$ cat src/e2q_pkg.sv
`timescale 1ns / 1ps
// ----------------------------------------------------------------------------
// e2q_pkg
// Shared constants, types and the arctangent table for the Euler to
// quaternion pipeline.
// ----------------------------------------------------------------------------
package e2q_pkg;

	localparam int ANGLE_W      = 16;
	localparam int QUAT_W       = 16;
	localparam int SINCOS_STEPS = 16;
	localparam int TABLE_LEN    = 24;
	localparam int CW           = 34;   // CORDIC datapath width, Q.30 plus headroom
	localparam int TW           = 17;   // sine/cosine width, Q.15 up to +/-1.0
	localparam int PW           = 34;   // product of two Q.15 values
	localparam int SW           = 52;   // sum of two triple products, Q.45

	localparam logic signed [ANGLE_W-1:0] ANGLE_LIMIT = 16'sd25736;
	localparam logic signed [CW-1:0]      CORDIC_X0   = 34'sd652032874;
	localparam logic signed [TW-1:0]      TRIG_ONE    = 17'sd32768;
	localparam logic signed [QUAT_W-1:0]  QUAT_ONE    = 16'sd16384;

	typedef logic signed [CW-1:0] cval_t;
	typedef logic signed [TW-1:0] trig_t;

	typedef struct packed {
		trig_t s;
		trig_t c;
	} sc_t;

	function automatic cval_t atan_q30(input int i);
		cval_t r;
		r = '0;
		unique case (i)
			0: r = 34'sd843314856;
			1: r = 34'sd497837829;
			2: r = 34'sd263043836;
			3: r = 34'sd133525158;
			4: r = 34'sd67021686;
			5: r = 34'sd33543515;
			6: r = 34'sd16775850;
			7: r = 34'sd8388437;
			8: r = 34'sd4194282;
			9: r = 34'sd2097149;
			10: r = 34'sd1048575;
			11: r = 34'sd524287;
			12: r = 34'sd262143;
			13: r = 34'sd131071;
			14: r = 34'sd65535;
			15: r = 34'sd32767;
			16: r = 34'sd16383;
			17: r = 34'sd8191;
			18: r = 34'sd4095;
			19: r = 34'sd2047;
			20: r = 34'sd1023;
			21: r = 34'sd511;
			22: r = 34'sd255;
			23: r = 34'sd127;
			default: r = '0;
		endcase
		return r;
	endfunction

endpackage

$ cat src/e2q_cordic.sv
`timescale 1ns / 1ps
// ----------------------------------------------------------------------------
// e2q_cordic
// Pipelined rotation-mode CORDIC: clamped Q3.13 angle in, sine and cosine
// of the half angle out as Q.15, one CORDIC step per stage.
// ----------------------------------------------------------------------------
module e2q_cordic #(
	parameter int STEPS = e2q_pkg::SINCOS_STEPS
) (
	input  logic                                    clk,
	input  logic                                    en,
	input  logic signed [e2q_pkg::ANGLE_W-1:0]      angle,
	output e2q_pkg::sc_t                            sc
);
	import e2q_pkg::*;

	localparam int N = (STEPS < TABLE_LEN) ? STEPS : TABLE_LEN;

	cval_t x_s [N+1];
	cval_t y_s [N+1];
	cval_t z_s [N+1];
	logic signed [ANGLE_W-1:0] ang_c;
	cval_t xr, yr;
	logic signed [CW-16:0] xs, ys;
	sc_t sc_q;

	always_comb begin
		if (angle > ANGLE_LIMIT) begin
			ang_c = ANGLE_LIMIT;
		end else if (angle < -ANGLE_LIMIT) begin
			ang_c = -ANGLE_LIMIT;
		end else begin
			ang_c = angle;
		end
	end

	// clamped raw value read as Q.14 half angle, moved to Q.30
	always_ff @(posedge clk) begin
		if (en) begin
			x_s[0] <= CORDIC_X0;
			y_s[0] <= '0;
			z_s[0] <= {{(CW-ANGLE_W-16){ang_c[ANGLE_W-1]}}, ang_c, 16'd0};
		end
	end

	for (genvar i = 0; i < N; i++) begin : g_step
		always_ff @(posedge clk) begin
			if (en) begin
				if (!z_s[i][CW-1]) begin
					x_s[i+1] <= x_s[i] - (y_s[i] >>> i);
					y_s[i+1] <= y_s[i] + (x_s[i] >>> i);
					z_s[i+1] <= z_s[i] - atan_q30(i);
				end else begin
					x_s[i+1] <= x_s[i] + (y_s[i] >>> i);
					y_s[i+1] <= y_s[i] - (x_s[i] >>> i);
					z_s[i+1] <= z_s[i] + atan_q30(i);
				end
			end
		end
	end

	assign xr = x_s[N] + cval_t'(16384);
	assign yr = y_s[N] + cval_t'(16384);
	assign xs = xr[CW-1:15];
	assign ys = yr[CW-1:15];

	function automatic trig_t sat(input logic signed [CW-16:0] v);
		if (v > TRIG_ONE) return TRIG_ONE;
		if (v < -TRIG_ONE) return -TRIG_ONE;
		return trig_t'(v);
	endfunction

	always_ff @(posedge clk) begin
		if (en) begin
			sc_q.c <= sat(xs);
			sc_q.s <= sat(ys);
		end
	end

	assign sc = sc_q;

endmodule

$ cat config.mk
export PLATFORM = sky130hd
export DESIGN_NAME = e2q_cordic
export DESIGN_NICKNAME = d
export VERILOG_FILES = /design/src/e2q_pkg.sv /design/src/e2q_cordic.sv
export SDC_FILE = /design/constraint.sdc
export NUM_CORES = 2
export LEC_CHECK = 0
export ABC_AREA = 0
export BUFFER_PORTS_ARGS = -buffer_cell sky130_fd_sc_hd__buf_2
export CORE_MARGIN = 4
export CORE_UTILIZATION = 65
export DETAILED_ROUTE_END_ITERATION = 8
export GPL_TIMING_DRIVEN = 0
export HOLD_SLACK_MARGIN = 0.08
export PLACE_DENSITY = 0.8
export SLEW_MARGIN = 20
export SYNTH_ARGS = -nofsm -noshare
export SYNTH_HDL_FRONTEND = slang
export SYNTH_SLANG_ARGS = --single-unit
$ cat constraint.sdc
create_clock -name clk -period 8.43 [get_ports clk]
set_input_delay 0.4215 -clock clk [delete_from_list [all_inputs] [get_ports clk]]
set_output_delay 0.4215 -clock clk [all_outputs]
set_load 0.05 [all_outputs]
## Yosys cells after proc, flatten, opt, wreduce, memory -nomap -nowiden

Memories as Yosys holds them, arrays and structs flattened.
Index checks and enable logic that the tools add are counted.

- Muxes and demuxes: 166
- Bitwise gates (word level): 48
- Add/sub/neg operators: 97
- $lt $le $gt $ge: 6

Operators by type and width:

| cell | count |
|---|---|
| 34-bit two-way mux | 48 |
| 17-bit two-way mux | 8 |
| 1-bit two-way mux | 108 |
| 34-bit by 16-bit adder with 34-bit output (second input constant) | 3 |
| 34-bit by 19-bit adder with 34-bit output | 2 |
| 34-bit by 20-bit adder with 34-bit output | 2 |
| 34-bit by 21-bit adder with 34-bit output | 2 |
| 34-bit by 22-bit adder with 34-bit output | 2 |
| 34-bit by 23-bit adder with 34-bit output | 2 |
| 34-bit by 24-bit adder with 34-bit output | 2 |
| 34-bit by 25-bit adder with 34-bit output | 2 |
| 34-bit by 26-bit adder with 34-bit output | 2 |
| 34-bit by 27-bit adder with 34-bit output | 2 |
| 34-bit by 28-bit adder with 34-bit output | 2 |
| 34-bit by 29-bit adder with 34-bit output | 2 |
| 34-bit by 30-bit adder with 34-bit output | 2 |
| 34-bit by 31-bit adder with 34-bit output | 2 |
| 34-bit by 32-bit adder with 34-bit output | 2 |
| 34-bit by 33-bit adder with 34-bit output | 2 |
| 34-bit by 19-bit subtractor with 34-bit output | 2 |
| 34-bit by 20-bit subtractor with 34-bit output | 2 |
| 34-bit by 21-bit subtractor with 34-bit output | 2 |
| 34-bit by 22-bit subtractor with 34-bit output | 2 |
| 34-bit by 23-bit subtractor with 34-bit output | 2 |
| other kinds (49) | 110 |

- Bits in writable memories: 1734
- Memories kept: 3
- Bits in registers: 34

Memories:

| name | depth | width | rd ports | clocked after memory_dff | wr ports | RTL line | text |
|---|---|---|---|---|---|---|---|
| x_s | 17 | 34 | 17 | 0 | 17 | e2q_cordic.sv:19 | `cval_t x_s [N+1];` |
| y_s | 17 | 34 | 17 | 0 | 17 | e2q_cordic.sv:20 | `cval_t y_s [N+1];` |
| z_s | 17 | 34 | 16 | 0 | 17 | e2q_cordic.sv:21 | `cval_t z_s [N+1];` |

## Longest topological paths before layout

- Depth after elaboration: 8
- Mapped depth: 22
- Depth with buffers taken out: 22

## Least setup slack after synthesis

No wires, ideal clock.

- Path kind: input to register
- From: in en
- To: mem x_s[4][33] (netlist name) (data pin)
- Slack: 3.249 ns
- Required time: 8.171 ns
- Arrival: 4.922 ns
- Stages: 21
- Path buffers: 5
- Path through: buf_2 clkbuf_1 clkbuf_1 nand2_1 inv_1 clkbuf_1 buf_1 nor2_1 xor2_1 ha_1 o21a_1 a2111oi_2 o21ai_1 a21o_1 a311o_1 a31oi_1 o21ai_1 a31oi_1 o21ai_1 a21oi_1 xnor2_1

RTL lines:

| what | RTL line | text |
|---|---|---|
| start: declaration | e2q_cordic.sv:11 | `input logic en,` |
| end: declaration | e2q_cordic.sv:19 |  |

==> impl_summary.log <==
INFO  metric run_status = finished clean
INFO  metric timing.reg2reg.worst_path_depth = 18
INFO  metric post_synth_and_or_nand_nor_area_fraction = 13.1%
INFO  metric min-delay-path-class = input port to flop
INFO  metric first_pass_iters = 9
INFO  metric synth_top_cells_by_count = edfxtp_1, ha_1, a21oi_1
INFO  metric hold_path_end = sc[20]
INFO  metric most_common_cell_in_the_netlist = edfxtp_1
INFO  metric clk_transition_reported_paths = 0.07 ns
INFO  metric post_drt_wl_per_cell = 21.0 µm
INFO  metric synth_cell_type_count = 114
INFO  metric synth-seq-area-share = 35.5%
INFO  metric design_area = 133000 µm²
INFO  metric floorplan.io_pins = 52
INFO  metric start_point_of_the_worst_min_delay_path = en
INFO  metric worst_skew_pair_latency = 0.83 ns
INFO  metric arrival_time_at_the_worst_endpoint = 8.18 ns
INFO  metric slew_headroom = 27.8%
INFO  metric drt_wl_total = 331000 µm
INFO  metric grt_pass1_wl = 520000 µm
INFO  metric first_global_vias = 97300
INFO  metric fillCellCount = 14000
INFO  metric timing.critical_path.cells = buf_4 -> buf_16 -> buf_2 -> clkbuf_2 -> buf_16 -> clkbuf_2 -> nand2_1 -> inv_1 -> clkbuf_1 -> buf_1 -> a21oi_1 -> xnor2_1 -> ha_1 -> clkbuf_1 -> nand2_1 -> nor3_1 -> a211oi_2 -> o31ai_1 -> a41oi_1 -> o21ai_1 -> a31o_2 -> nand2_1 -> a21bo_2 -> a221oi_1
INFO  metric r2r-start = z_s[6][33]
INFO  metric max-cap-violations = 0
INFO  metric ant_nets = 0
INFO  metric post_synthesis_compound_gate_area_fraction = 20.2%
INFO  metric yosysTopAreaCellShare = 35.5%
INFO  metric critPathBufInv = 10
INFO  metric dr.first_iter.drc_count = 8850
INFO  metric vias = 101000
INFO  metric detailed_place_hpwl = 262000 µm
INFO  metric syn_inst = 12900
INFO  metric setup.worst_path.end_class = flop
INFO  metric core-area = 188000 µm²
INFO  metric synth_top_family_by_area = compound AO/OA/AOI/OAI gates
INFO  metric cts_setup_buffers = 0
INFO  metric fin_ws = 0.717 ns
INFO  metric synth_enable_flop_cells = 1463
INFO  metric fin_crit = 7.71 ns
INFO  metric syn_to_final_growth = 7.85%
INFO  metric die_width = 444 µm
INFO  metric rsz0062_at_grt = no
INFO  metric worstHoldPathCells = 2
INFO  metric timing_worst_slew_pin_value = 1.08 ns
INFO  metric max_freq = 0.130 GHz
INFO  metric setup_viol = 0
INFO  metric fin_nets = 14600
INFO  metric detail_route.vias_per_cell = 6.40
INFO  metric gpl.final_weighted_congestion = 0.994
INFO  metric cts.htree.levels = 4
INFO  metric postCtsResizedCells = 0
INFO  metric clock_sink_count = 1463
INFO  metric fp-row-count = 159
INFO  metric final-hold-violation-count = 0
INFO  metric numPortBuffers = 51
INFO  metric critical_path_cell_count = 24
INFO  metric start_util = 65.6%
INFO  metric crit_path_max_fanout = 35
INFO  metric all_layer_global_routing_usage = 32.6%
INFO  metric synth_adder_area_share = 14.9%
INFO  metric cts.root.buffer_cell = clkbuf_16
INFO  metric worstSetupStartpointType = input port
INFO  metric cp_common_cell = nand2_1
INFO  metric post_synth_mux_area_share = 0.877%
INFO  metric final_min_period_over_clock_period = 91.5%
INFO  metric synth-seq-cells = 1463
INFO  metric post_synth_main_area_contributors = edfxtp_1, ha_1, xnor2_1
INFO  metric ys_dominant_reg_cell = edfxtp_1
INFO  metric regToRegEndpoint = y_s[7][31]
INFO  metric grt_antenna_before_repair = 6
INFO  metric buffers_from_clock_root_to_sink_at_most = 3
INFO  metric tritoncts_clock_tree = done
INFO  metric rrSetupSlack = 2.09 ns
INFO  metric total_gr_overflow = 0
INFO  metric cp_top_family = buffers and inverters
INFO  metric timing_max_transition_violations_final = 0
INFO  metric critical_path_class = input port to flop
INFO  metric postSynthAreaPerCell = 9.60 µm²
INFO  metric critPathSlowestCell = a221oi_1
INFO  metric post_route_cells_drive_above_1_share = 4.23%
INFO  metric remaining_drc_errors = 0
INFO  metric clock-skew-final = 0.0356 ns
INFO  metric number_of_clock_buffers_inserted_by_tritoncts = 162
INFO  metric slowest_delay = 0.89 ns
INFO  metric postCtsHoldBufs = 17
INFO  metric die-area = 197000 µm²
INFO  metric syn_nets = 14300
INFO  metric worst-endpoint-required = 8.90 ns
INFO  metric yosysTopAreaCell = edfxtp_1
INFO  metric synth_async_sr_flop_share = 0%
INFO  metric dpl-instance-area = 128000 µm²
INFO  metric maximum_number_of_pins_on_one_net_before_global_route_repair = 63
INFO  metric dpl_worst_slack = -0.682 ns
INFO  metric synthesis.area = 124000 µm²
INFO  metric worst_hold_slack = 0.254 ns
INFO  metric die-height = 444 µm
INFO  metric yosysWarningCount = 0
INFO  metric synthXorXnorAreaFrac = 13.2%
[per-stage QoR]
| step | std cells | TNS [ns] | utilization (%) |
|---|---|---|---|
| floorplan | 12900 | 0 | - |
| global placement | 15400 | -1138.53 | 67.4 |
| detailed placement | 15500 | -1.49 | 67.8 |
| CTS | 15800 | 0 | 70.8 |
| global route | 15800 | 0 | 70.8 |
| finish | 15800 | 0 | 70.8 |
[area by class of cell]
class                           instances  area, µm²  area share, %
Sequential cell                      1463      43900           32.9
Buffer                                197        838          0.629
Inverter                              544       2040           1.53
Tap cell                             2495       3120           2.34
Clock inverter                        119       1190          0.890
Timing Repair Buffer                   96       1130          0.848
Multi-Input combinational cell      10700      76900           57.7
Antenna cell                            4       10.0        0.00751
Clock buffer                          178       4140           3.10
[state kept, by name, indices dropped and copies added (netlist names)]
register / flops
sc: 34
z_s: 462
x_s: 470
y_s: 497
[layer usage]
| layer | GRT usage (%) | vias to the layer above | wire (µm) |
|---|---|---|---|
| met5 | 0 | - | 0 |
| met4 | 15.2 | 0 | 16700 |
| met3 | 4.61 | 816 | 21900 |
| met2 | 55.7 | 3823 | 157000 |
| met1 | 40.9 | 47800 | 135000 |
| li1 | - | 48400 | - |
[cells in the final DEF (no fill, tap or decap), types with 41 or more instances in the layout]
cell / count
edfxtp_1: 1463
ha_1: 1405
a21oi_1: 1298
xnor2_1: 1227
nor2_1: 1016
nand2_1: 765
o21ai_0: 714
xor2_1: 630
a21o_1: 617
inv_1: 533
nor3_1: 288
nand2b_1: 239
nand3_1: 237
o21a_1: 179
o21bai_1: 166
clkbuf_16: 163
nor2b_1: 156
o31ai_1: 143
clkbuf_1: 136
a31oi_1: 134
and3_1: 119
or3_1: 111
a211oi_1: 98
nand4_1: 89
and2_1: 70
mux2i_1: 69
nor4_1: 63
buf_2: 62
a21boi_0: 52
o41ai_1: 49
o211ai_1: 45
clkinv_1: 43
or4_1: 41
[cells by family (layout without fill, tap and decap cells)]
logic type,after synthesis,in the layout
multiplexers,103,103
AND/OR/NAND/NOR,3349,3349
XOR/XNOR,1858,1858
flip-flops,1463,1463
AO/OA/AOI/OAI,3917,3917
adder cells (fa/ha/maj),1445,1445
other,0,4
buffers and inverters,741,1134
[worst max-delay path by stage]
stage          slack [ns]  from         end
6_report             0.72    en  y_s[7][31]
4_1_cts              0.41    en  y_s[7][31]
5_1_grt              0.58    en  y_s[7][31]
2_1_floorplan        3.25    en  x_s[4][33]
3_5_place_dp        -0.68    en  y_s[7][31]
3_3_place_gp        -3.25    en  y_s[7][31]
Power is left out: the tool's default activity adds up to more than one toggle a clock period on the data nets, which glitch-free logic cannot reach.
